### config.mk
export PLATFORM = sky130hd
export DESIGN_NAME = tty_output_formatter_unit
export DESIGN_NICKNAME = d
export VERILOG_FILES = /design/src/design/tof_pkg.sv /design/src/design/tof_cook.sv /design/src/design/tty_output_formatter_unit.sv
export SDC_FILE = /design/constraint.sdc
export NUM_CORES = 1
export LEC_CHECK = 0
export BUFFER_PORTS_ARGS = -buffer_cell sky130_fd_sc_hd__buf_4
export CORE_UTILIZATION = 45
export CTS_BUF_LIST = sky130_fd_sc_hd__clkbuf_8
export DETAILED_ROUTE_END_ITERATION = 12
export PLACE_DENSITY_LB_ADDON = 0.3
export SETUP_SLACK_MARGIN = 0.02
export SLEW_MARGIN = 10
export SYNTH_ARGS = -nofsm -noshare
export SYNTH_HDL_FRONTEND = slang
export SYNTH_SLANG_ARGS = --single-unit
### constraint.sdc
create_clock -name i_clk -period 3.1 [get_ports i_clk]
set_input_delay 0.465 -clock i_clk [delete_from_list [all_inputs] [get_ports i_clk]]
set_output_delay 0.465 -clock i_clk [all_outputs]
set_load 0.01 [all_outputs]
### src/design/tof_pkg.sv
// shared types and constants for the tty output formatter
package tof_pkg;

    localparam int CharW = 7;
    localparam int ByteW = 8;
    localparam int ColW  = 8;
    localparam int IdxW  = 3;
    localparam int DataW = 2;

    localparam logic [IdxW-1:0] CFG_RAW      = 3'd0;
    localparam logic [IdxW-1:0] CFG_EXPTAB   = 3'd1;
    localparam logic [IdxW-1:0] CFG_UPPER    = 3'd2;
    localparam logic [IdxW-1:0] CFG_MAPNL    = 3'd3;
    localparam logic [IdxW-1:0] CFG_NLDLY    = 3'd4;
    localparam logic [IdxW-1:0] CFG_TABDLY   = 3'd5;
    localparam logic [IdxW-1:0] CFG_CRDLY    = 3'd6;
    localparam logic [IdxW-1:0] CFG_VTDLY    = 3'd7;

    localparam logic [1:0] DK_ONE = 2'd1;
    localparam logic [1:0] DK_TWO = 2'd2;

    localparam logic [CharW-1:0] CH_BS     = 7'o010;
    localparam logic [CharW-1:0] CH_TAB    = 7'o011;
    localparam logic [CharW-1:0] CH_NL     = 7'o012;
    localparam logic [CharW-1:0] CH_VT     = 7'o013;
    localparam logic [CharW-1:0] CH_FF     = 7'o014;
    localparam logic [CharW-1:0] CH_CR     = 7'o015;
    localparam logic [CharW-1:0] CH_SPACE  = 7'o040;
    localparam logic [CharW-1:0] CH_TILDE  = 7'o176;
    localparam logic [CharW-1:0] CH_BSLASH = 7'h5c;
    localparam logic [CharW-1:0] CH_LBRACE = 7'h7b;
    localparam logic [CharW-1:0] CH_RBRACE = 7'h7d;
    localparam logic [CharW-1:0] CH_BAR    = 7'h7c;
    localparam logic [CharW-1:0] CH_GRAVE  = 7'h60;
    localparam logic [CharW-1:0] CH_LPAREN = 7'h28;
    localparam logic [CharW-1:0] CH_RPAREN = 7'h29;
    localparam logic [CharW-1:0] CH_BANG   = 7'h21;
    localparam logic [CharW-1:0] CH_CARET  = 7'h5e;
    localparam logic [CharW-1:0] CH_QUOTE  = 7'h27;
    localparam logic [CharW-1:0] CH_LOW_A  = 7'h61;
    localparam logic [CharW-1:0] CH_LOW_Z  = 7'h7a;
    localparam logic [CharW-1:0] CASE_BIT  = 7'h20;

    localparam logic [CharW-1:0] DLY_VT    = 7'o177;
    localparam logic [CharW-1:0] DLY_NLFIX = 7'd6;
    localparam logic [CharW-1:0] DLY_CR1   = 7'd5;
    localparam logic [CharW-1:0] DLY_CR2   = 7'd10;
    localparam logic [CharW-1:0] DLY_TABMIN = 7'd5;
    localparam logic [CharW-1:0] DLY_TABTOP = 7'd9;
    localparam logic [CharW-1:0] DLY_NLADD = 7'd3;

    typedef struct packed {
        logic       raw_mode;
        logic       expand_tabs;
        logic       upper_only;
        logic       map_newline;
        logic [1:0] newline_delay_kind;
        logic [1:0] tab_delay_kind;
        logic [1:0] return_delay_kind;
        logic       vertical_delay;
    } t_cfg;

    typedef struct packed {
        logic [ColW-1:0]  new_col;
        logic [CharW-1:0] delay;
    } t_cook;

endpackage

### src/design/tof_cook.sv
// cooking unit: column update and delay for one 7-bit character
module tof_cook
    import tof_pkg::*;
(
    input  logic [CharW-1:0] i_char,
    input  logic [ColW-1:0]  i_column,
    input  t_cfg             i_cfg,
    output t_cook            o_res
);

    logic [ColW-1:0]  col;
    logic [CharW-1:0] dly;
    logic [CharW-1:0] nl_base;
    logic [CharW-1:0] tab_d;

    assign nl_base = {3'b000, i_column[7:4]} + DLY_NLADD;
    assign tab_d   = DLY_TABTOP - {4'b0000, i_column[2:0]};

    always_comb begin
        col = i_column;
        dly = '0;
        priority if (i_char >= CH_SPACE && i_char <= CH_TILDE) begin
            col = i_column + 8'd1;
        end else if (i_char == CH_BS) begin
            if (i_column != '0) begin
                col = i_column - 8'd1;
            end
        end else if (i_char == CH_NL) begin
            if (i_cfg.newline_delay_kind == DK_ONE) begin
                if (i_column != '0) begin
                    dly = (nl_base < DLY_NLFIX) ? DLY_NLFIX : nl_base;
                end
            end else if (i_cfg.newline_delay_kind == DK_TWO) begin
                dly = DLY_NLFIX;
            end
            col = '0;
        end else if (i_char == CH_TAB) begin
            if (i_cfg.tab_delay_kind == DK_ONE) begin
                dly = (tab_d < DLY_TABMIN) ? '0 : tab_d;
            end
            col = (i_column | 8'd7) + 8'd1;
        end else if (i_char == CH_VT || i_char == CH_FF) begin
            if (i_cfg.vertical_delay) begin
                dly = DLY_VT;
            end
        end else if (i_char == CH_CR) begin
            if (i_cfg.return_delay_kind == DK_ONE) begin
                dly = DLY_CR1;
            end else if (i_cfg.return_delay_kind == DK_TWO) begin
                dly = DLY_CR2;
            end
            col = '0;
        end else begin
            col = i_column;
        end
    end

    assign o_res.new_col = col;
    assign o_res.delay   = dly;

endmodule

### src/design/tty_output_formatter_unit.sv
// top level: sequencer that emits cooked terminal output bytes one per cycle while the output is not stalled
// latency: first byte is offered the cycle after the input transfer
// an item produces n bytes (1 to 8); one byte leaves per cycle through the sequencer
// and cook unit while the output is not stalled
// input ready only while the sequencer is idle
// synchronous reset clears configuration, column and sequencer state
module tty_output_formatter_unit
    import tof_pkg::*;
(
    input  logic             i_clk,
    input  logic             i_rst_n,
    input  logic             i_cfg_we,
    input  logic [IdxW-1:0]  i_cfg_idx,
    input  logic [DataW-1:0] i_cfg_data,
    input  logic             i_in_valid,
    output logic             o_in_ready,
    input  logic [ByteW-1:0] i_char_in,
    output logic             o_out_valid,
    input  logic             i_out_ready,
    output logic [ByteW-1:0] o_out_byte,
    output logic             o_last
);

    localparam logic [1:0] ST_IDLE = 2'd0;
    localparam logic [1:0] ST_CHR  = 2'd1;
    localparam logic [1:0] ST_DLY  = 2'd2;

    logic [1:0]       r_state, n_state;
    t_cfg             r_cfg, n_cfg;
    logic [ColW-1:0]  r_column, n_column;
    logic [ByteW-1:0] r_cur, n_cur;
    logic [CharW-1:0] r_next, n_next;
    logic             r_has_next, n_has_next;
    logic             r_tab_exp, n_tab_exp;
    logic [CharW-1:0] r_dly, n_dly;

    t_cook            cook;
    logic [CharW-1:0] c7;
    logic [CharW-1:0] folded;
    logic             tab_more;
    logic             out_xfer;

    tof_cook u_cook (
        .i_char   (r_cur[CharW-1:0]),
        .i_column (r_column),
        .i_cfg    (r_cfg),
        .o_res    (cook)
    );

    assign c7       = i_char_in[CharW-1:0];
    assign tab_more = r_tab_exp && (cook.new_col[2:0] != 3'd0);
    assign out_xfer = o_out_valid && i_out_ready;

    assign o_in_ready  = (r_state == ST_IDLE);
    assign o_out_valid = (r_state == ST_CHR) || (r_state == ST_DLY);

    always_comb begin
        o_out_byte = r_cur;
        o_last     = 1'b0;
        unique case (r_state)
            ST_CHR: begin
                o_out_byte = r_cur;
                o_last     = r_cfg.raw_mode ||
                             (cook.delay == '0 && !r_has_next && !tab_more);
            end
            ST_DLY: begin
                o_out_byte = {1'b1, r_dly};
                o_last     = !r_has_next;
            end
            default: begin
                o_out_byte = r_cur;
                o_last     = 1'b0;
            end
        endcase
    end

    // upper-case folding of a plain character
    always_comb begin
        folded = c7;
        if (r_cfg.upper_only && c7 >= CH_LOW_A && c7 <= CH_LOW_Z) begin
            folded = c7 & ~CASE_BIT;
        end
    end

    always_comb begin
        n_cfg = r_cfg;
        if (i_cfg_we) begin
            unique case (i_cfg_idx)
                CFG_RAW:    n_cfg.raw_mode           = i_cfg_data[0];
                CFG_EXPTAB: n_cfg.expand_tabs        = i_cfg_data[0];
                CFG_UPPER:  n_cfg.upper_only         = i_cfg_data[0];
                CFG_MAPNL:  n_cfg.map_newline        = i_cfg_data[0];
                CFG_NLDLY:  n_cfg.newline_delay_kind = i_cfg_data;
                CFG_TABDLY: n_cfg.tab_delay_kind     = i_cfg_data;
                CFG_CRDLY:  n_cfg.return_delay_kind  = i_cfg_data;
                CFG_VTDLY:  n_cfg.vertical_delay     = i_cfg_data[0];
                default:    n_cfg = r_cfg;
            endcase
        end
    end

    always_comb begin
        n_state    = r_state;
        n_column   = r_column;
        n_cur      = r_cur;
        n_next     = r_next;
        n_has_next = r_has_next;
        n_tab_exp  = r_tab_exp;
        n_dly      = r_dly;
        unique case (r_state)
            ST_IDLE: begin
                if (i_in_valid) begin
                    n_state    = ST_CHR;
                    n_has_next = 1'b0;
                    n_tab_exp  = 1'b0;
                    n_cur      = {1'b0, folded};
                    priority if (r_cfg.raw_mode) begin
                        n_cur = i_char_in;
                    end else if (c7 == CH_TAB && r_cfg.expand_tabs) begin
                        n_cur     = {1'b0, CH_SPACE};
                        n_tab_exp = 1'b1;
                    end else if (r_cfg.upper_only && (c7 == CH_LBRACE ||
                                 c7 == CH_RBRACE || c7 == CH_BAR ||
                                 c7 == CH_TILDE || c7 == CH_GRAVE)) begin
                        n_cur      = {1'b0, CH_BSLASH};
                        n_has_next = 1'b1;
                        priority if (c7 == CH_LBRACE) n_next = CH_LPAREN;
                        else if (c7 == CH_RBRACE)     n_next = CH_RPAREN;
                        else if (c7 == CH_BAR)        n_next = CH_BANG;
                        else if (c7 == CH_TILDE)      n_next = CH_CARET;
                        else                          n_next = CH_QUOTE;
                    end else if (c7 == CH_NL && r_cfg.map_newline) begin
                        n_cur      = {1'b0, CH_CR};
                        n_next     = CH_NL;
                        n_has_next = 1'b1;
                    end else begin
                        n_cur = {1'b0, folded};
                    end
                end
            end
            ST_CHR: begin
                if (out_xfer) begin
                    priority if (r_cfg.raw_mode) begin
                        n_state = ST_IDLE;
                    end else if (cook.delay != '0) begin
                        n_column = cook.new_col;
                        n_dly    = cook.delay;
                        n_state  = ST_DLY;
                    end else if (r_has_next) begin
                        n_column   = cook.new_col;
                        n_cur      = {1'b0, r_next};
                        n_has_next = 1'b0;
                    end else if (tab_more) begin
                        n_column = cook.new_col;
                    end else begin
                        n_column = cook.new_col;
                        n_state  = ST_IDLE;
                    end
                end
            end
            ST_DLY: begin
                if (out_xfer) begin
                    if (r_has_next) begin
                        n_cur      = {1'b0, r_next};
                        n_has_next = 1'b0;
                        n_state    = ST_CHR;
                    end else begin
                        n_state = ST_IDLE;
                    end
                end
            end
            default: n_state = ST_IDLE;
        endcase
    end

    always_ff @(posedge i_clk) begin
        if (!i_rst_n) begin
            r_state    <= ST_IDLE;
            r_cfg      <= '0;
            r_column   <= '0;
            r_has_next <= 1'b0;
            r_tab_exp  <= 1'b0;
        end else begin
            r_state    <= n_state;
            r_cfg      <= n_cfg;
            r_column   <= n_column;
            r_has_next <= n_has_next;
            r_tab_exp  <= n_tab_exp;
        end
    end

    always_ff @(posedge i_clk) begin
        r_cur  <= n_cur;
        r_next <= n_next;
        r_dly  <= n_dly;
    end

`ifndef ASSERT_OFF
    a_in_then_out: assert property (@(posedge i_clk) disable iff (!i_rst_n)
        (i_in_valid && o_in_ready) |=> o_out_valid)
        else $error("no output after input transfer");

    a_last_frees: assert property (@(posedge i_clk) disable iff (!i_rst_n)
        (out_xfer && o_last) |=> o_in_ready)
        else $error("sequencer busy after final transfer");

    a_dly_byte: assert property (@(posedge i_clk) disable iff (!i_rst_n)
        (r_state == ST_DLY) |-> (o_out_byte[7] && o_out_byte[6:0] != '0))
        else $error("bad delay byte");

    a_cooked_char: assert property (@(posedge i_clk) disable iff (!i_rst_n)
        (r_state == ST_CHR && !r_cfg.raw_mode) |-> !o_out_byte[7])
        else $error("cooked character has bit 7 set");

    a_tab_spaces: assert property (@(posedge i_clk) disable iff (!i_rst_n)
        (r_state == ST_CHR && r_tab_exp) |-> (r_cur == {1'b0, CH_SPACE} && !r_has_next))
        else $error("tab expansion emits non-space");
`endif

endmodule
Yosys cells after proc, flatten, opt, wreduce, memory -nomap -nowiden. Index checks and enable logic that the tools add are counted.

Bits of input ports: 18. Logic and storage cells: 171. Register bits after elaboration: 45.

Bitwise logic cells: 2. Mux-type cells: 63. Add/subtract/negate cells: 5. Magnitude comparators: 6. Equal/unequal tests: 36. Reduce and logical (&&, ||, !) cells: 43.

Operators with widths (number): $mux 7 (22); $mux 8 (15); $eq 7x4->1 const B (8); $eq 7x7->1 const B (5); $pmux 8 s3 (1); $reduce_and 2->1 (9); $add 8x1->8 const B (2); $le 7x7->1 const B (2); $lt 7x3->1 const B (2); $mux 2 (7); $eq 3x3->1 const B (4); $mux 1 (12); $reduce_and 6->1 (2); $logic_and 1x1->1 (10); $ne 2x2->1 const B (5); $reduce_and 5->1 (2); $eq 2x1->1 const B (4); $ne 4x3->1 const B (2); $reduce_bool 8->1 (1); $sub 8x1->8 const B (1); $ge 7x6->1 const B (1); $ge 7x7->1 const B (1); $logic_not 7->1 (1); $logic_or 1x1->1 (7); 23 further kinds (29).

Logic depth before layout (Yosys ltp).
Word-level depth: 15. Mapped depth: 11. Gate-level depth less buffers: 9.

Cells and area by module. Synthesis repeated with hierarchy kept, for this count alone.

Cells, all modules: 393. Area total of the unflattened synthesis: 3488.3 um^2.

Modules (own cells, without submodules): tty_output_formatter_unit (instances 1, cells each 229, area an instance 2307.2 um^2); tof_cook (instances 1, cells each 164, area an instance 1181.1 um^2).

Least setup slack after synthesis. No wires, ideal clock.

Path kind: reg2reg. From: reg r_column[5]. To: reg r_cur[0] (enable). Arrival: 2716 ps. Required time: 2730 ps. Setup slack: 14 ps. Library setup time: 370 ps. Period minus slack after synthesis: 3086 ps. Stages on the path, launching flop included: 11. Path buffers: 1. Cells stage by stage: dfxtp_1 > clkbuf_1 > inv_1 > ha_1 > nand2b_1 > a21boi_0 > o311a_1 > a2bb2oi_1 > nor4_1 > a21oi_1 > nor2_1.

RTL lines: start: declaration (RTL line tty_output_formatter_unit.sv:30) `logic [ColW-1:0] r_column, n_column;`; start signal: assignment (RTL line tty_output_formatter_unit.sv:186) `r_column <= n_column;`; end signal: assignment (RTL line tty_output_formatter_unit.sv:193) `r_cur <= n_cur;`; end: declaration (RTL line tty_output_formatter_unit.sv:31) `logic [ByteW-1:0] r_cur, n_cur;`.

Worst setup path after layout.
From: reg r_cur[0]. To: out o_last.

Longest elaborated chain between the ends: 13.

Ends and longest elaborated chain: $eq 7x4->1 (on tied branches) (RTL line tof_cook.sv:46, tof_cook.sv:42); $mux 8 or $logic_or 1x1->1 (tied branches) (RTL line tof_cook.sv:46, tof_cook.sv:42); $mux 8 (RTL line tof_cook.sv:42) `end else if (i_char == CH_VT || i_char == CH_FF) begin`; $mux 8 (RTL line tof_cook.sv:37) `end else if (i_char == CH_TAB) begin`; $mux 8 (RTL line tof_cook.sv:28) `end else if (i_char == CH_NL) begin`; $mux 8 (RTL line tof_cook.sv:24) `end else if (i_char == CH_BS) begin`; $mux 8 (RTL line tof_cook.sv:22) `priority if (i_char >= CH_SPACE && i_char <= CH_TILDE) begin`; $reduce_bool 3->1 (RTL line tty_output_formatter_unit.sv:51) `assign tab_more = r_tab_exp && (cook.new_col[2:0] != 3'd0);`; $logic_and 1x1->1 (RTL line tty_output_formatter_unit.sv:51); $logic_not 1->1 (RTL line tty_output_formatter_unit.sv:64) `(cook.delay == '0 && !r_has_next && !tab_more);`; $logic_and 1x1->1 * (RTL line tty_output_formatter_unit.sv:64); $logic_or 1x1->1 * (RTL line tty_output_formatter_unit.sv:63) `o_last = r_cfg.raw_mode ||`; $pmux 1 s2 * (RTL line tty_output_formatter_unit.sv:60) `unique case (r_state)`; end: declaration (RTL line tty_output_formatter_unit.sv:21) `output logic o_last`.

Mark *: on every way between the ends. The rest lies on a longest branch, timed or not. The select of a mux whose other input is x is not followed.

==> out/qor.yml <==
timing:
  rsz0062_at_grt: "yes"
  max_slew_margin_pct: 47.38
  postLayoutSetupSlackWorst_ns: 0.03643
  hold_viol_final: 0
  final_max_slew_viol_count: 0
  fin_crit_ns: 3.064
  fin_hold_ws_ns: 0.4098
  fmax_ghz: 0.3264
  setup_viol: 0
  fin_setup_tns_ns: 0
  fin_crit_sh_pct: 98.82
  worst_clock_skew_ns: 0.002737
  worst_pin_slew_ns: 0.7820
synthesis:
  avgSynthCellArea_um2: 8.412
  yosys_warnings: 0
  ys_ff_latch: 43
  synth.cell_area_um2: 3222
  synth_cell_types: 64
  synth-edff-count: 20
  async_flop_share_pct: 0
  synthFlopType: "dfxtp_1"
  netlist_instances: 383
  syn_nets: 417
  ys_seq_area_share_pct: 32.93
clock_tree:
  h-tree-depth: 2
  cts_tree: "built"
  ctsHoldBuffers: 0
  cts_buffers: 5
  clk_pin_slew_ns: 0.09
  root_buffer: "clkbuf_8"
  insertion_delay_ns: 0.30
  cts_sinks: 43
  cts.path.max_buffers: 2
worst_setup_path:
  cp_slowest_cell: "or4_4"
  ff2ff_setup_slack_ns: 0.25
  cp-end-kind: "output pin"
  cp-start-kind: "flop"
  cp.arrival_ns: 2.60
  max_stage_delay_ns: 0.55
  crit_fanout: 8
  reg2regPathDepth: 9
  reg2reg_from: "r_cur[1]$_DFFE_PP_"
  cpMostUsedCell: "buf_4"
  critical_path_class: "flop to output pin"
  crit_chain: "buf_4 > or4_4 > o21ai_4 > a21oi_2 > or3_1 > a31oi_1 > o21ai_1 > buf_4"
  cp_data_required_time_ns: 2.63
  rr_endpoint: "r_cur[1]$_DFFE_PP_"
layout:
  final_common_cell: "buf_4"
  fill_cells: 635
  num_antenna_cells: 0
  layout_common_cells: "67 x buf_4, 42 x nand2_1, 34 x nor2_1"
  syn_to_final_growth_pct: 21.59
  multi_input_area_um2: 2076
  layout.nets: 473
  seq_area_um2: 1066
  drive_above_1_share_pct: 25.23
power_and_ir_drop:
  power_density_nw_per_um2: 568.9
  p_leak_nw: 1.527
  peakVddDrop_mv: 0.2764
floorplanning:
  fp.coreArea_um2: 6869
  die_y_um: 86.62
  start_util_pct: 46.90
  dieArea_um2: 7502
  rows: 30
  die_x_um: 86.62
  io_pins: 29
global_routing:
  antenna_found_initial: 0
  grt_pass1_vias: 2884
  grt_pass1_wl_mm: 13.77
  gr-total-overflow: 0
  grt_max_degree: 22
  track_usage_pct: 24.00
detailed_routing:
  initialDrtViolationCount: 257
  firstDrtPassIters: 6
  drt_wl_total_mm: 8.757
  vias: 3158
  viasPerCell: 5.892
  drcViolationCount: 0
  route.antenna.remaining_nets: 0
  wl_per_cell_um: 16.34
flow_run:
  cap_violations: 0
worst_hold_path:
  hold_end: "r_column[7]$_SDFFE_PN0P_"
  hold_path_class: "input pin to flop"
  hp-start: "i_rst_n"
  hold_depth: 2
placement:
  dp_slack_ns: 0.1680
  dp_hpwl_mm: 6.270
  globalplace.congestion: 0.8948
  portBuffers: 28
run_status:
  status: "finished, final reports clean"
kinds of logic (layout without fill, tap and decap cells):
logic type / after synthesis / in the layout / synth area share [%]
buffers and inverters: 36 / 93 / 4.971
adders and majority gates: 16 / 16 / 6.214
muxes: 18 / 18 / 6.136
AOI/OAI and AO/OA: 108 / 108 / 22.02
DFF: 43 / 43 / 32.93
xor gates and xnor gates: 4 / 4 / 1.088
and+or+nand+nor: 158 / 158 / 26.64
per-stage QoR:
step	std cells	power, mW	utilization [%]	instance area, um2
2_1_floorplan	383	1.345	-	3228
3_3_place_gp	514	1.698	53.19	3654
3_5_place_dp	514	1.713	53.19	3654
4_1_cts	534	2.186	56.27	3865
5_1_grt	536	2.358	57.03	3918
6_report	536	2.229	57.03	3918
cell type report:
cell class / count / area share, %
Timing Repair Buffer: 67 / 12.84
Clock buffer: 5 / 1.757
Inverter: 18 / 1.725
Sequential cell: 43 / 27.21
Clock inverter: 3 / 0.4152
Tap cell: 96 / 3.066
Multi-Input combinational cell: 304 / 52.99
critical path: cells and delay by family (launching register included):
family | cells | cell delay (ns)
compound gates | 4 | 0.53
flops | 1 | 0.52
buf+inv | 2 | 0.34
simple gates | 2 | 0.91
sequential cells by signal, indices dropped and copies added, names as in the netlist:
signal and count:
r_column 8, r_cfg 11, r_tab_exp 1, r_has_next 1, r_state 2, r_cur 8
r_dly 6, r_next 6
layer usage:
layer | vias to the layer above | routed length (um) | global-route usage, %
met5 | - | 0 | 0
met4 | 0 | 218 | 9.848
met3 | 22 | 488 | 3.714
met2 | 131 | 4086 | 39.90
met1 | 1469 | 3965 | 31.11
li1 | 1536 | - | -
worst max path at each step:
stage / startpoint / endpoint / cells after the start
floorplan: r_column[5]$_SDFFE_PN0P_ / r_cur[0]$_DFFE_PP_ / 10
global placement: r_cur[5]$_DFFE_PP_ / o_last / 8
detailed placement: r_cur[5]$_DFFE_PP_ / o_last / 8
CTS: r_cur[6]$_DFFE_PP_ / o_last / 8
global route: r_cur[3]$_DFFE_PP_ / o_last / 8
finish: r_cur[0]$_DFFE_PP_ / o_last / 8
synth_stat cells (3+ instances only):
cell,number,area (um2)
nor3b_1,3,22.52
clkbuf_1,11,41.29
mux2_2,4,45.04
a31oi_1,7,43.79
nor2_1,34,127.6
or2_2,4,25.02
a211oi_1,5,37.54
mux2i_1,13,130.1
o211ai_1,3,22.52
a21oi_1,28,140.1
xor2_1,3,26.28
or3b_2,3,26.28
o2111ai_1,4,35.03
a21boi_0,3,22.52
nand3_1,7,35.03
buf_4,4,30.03
o22ai_1,3,18.77
o21ai_0,22,110.1
ha_1,16,200.2
a21o_1,10,75.07
nand3b_1,3,22.52
nor2b_1,6,37.54
inv_1,18,67.56
edfxtp_1,20,600.6
and3b_1,3,26.28
nand2b_1,7,43.79
o31ai_1,5,37.54
nand4b_1,4,35.03
nand2_1,42,157.7
a2bb2oi_1,3,26.28
and2_1,3,18.77
o311ai_0,3,26.28
nor4_1,3,18.77
nor3_1,9,45.04
nand4_1,7,43.79
dfxtp_1,23,460.4
power breakdown:
| group | switching [mW] | internal, mW |
|---|---|---|
| Sequential | 0.0768 | 0.698 |
| Clock | 0.205 | 0.155 |
| Combinational | 0.591 | 0.503 |
| Total | 0.872 | 1.36 |
what timing repair did:
item,4_1_cts,5_1_grt
resized for setup,11,8
buffers inserted,12,2
setup endpoints to repair,1,9
pin swaps,8,3
(Power assumes the default switching activity.)
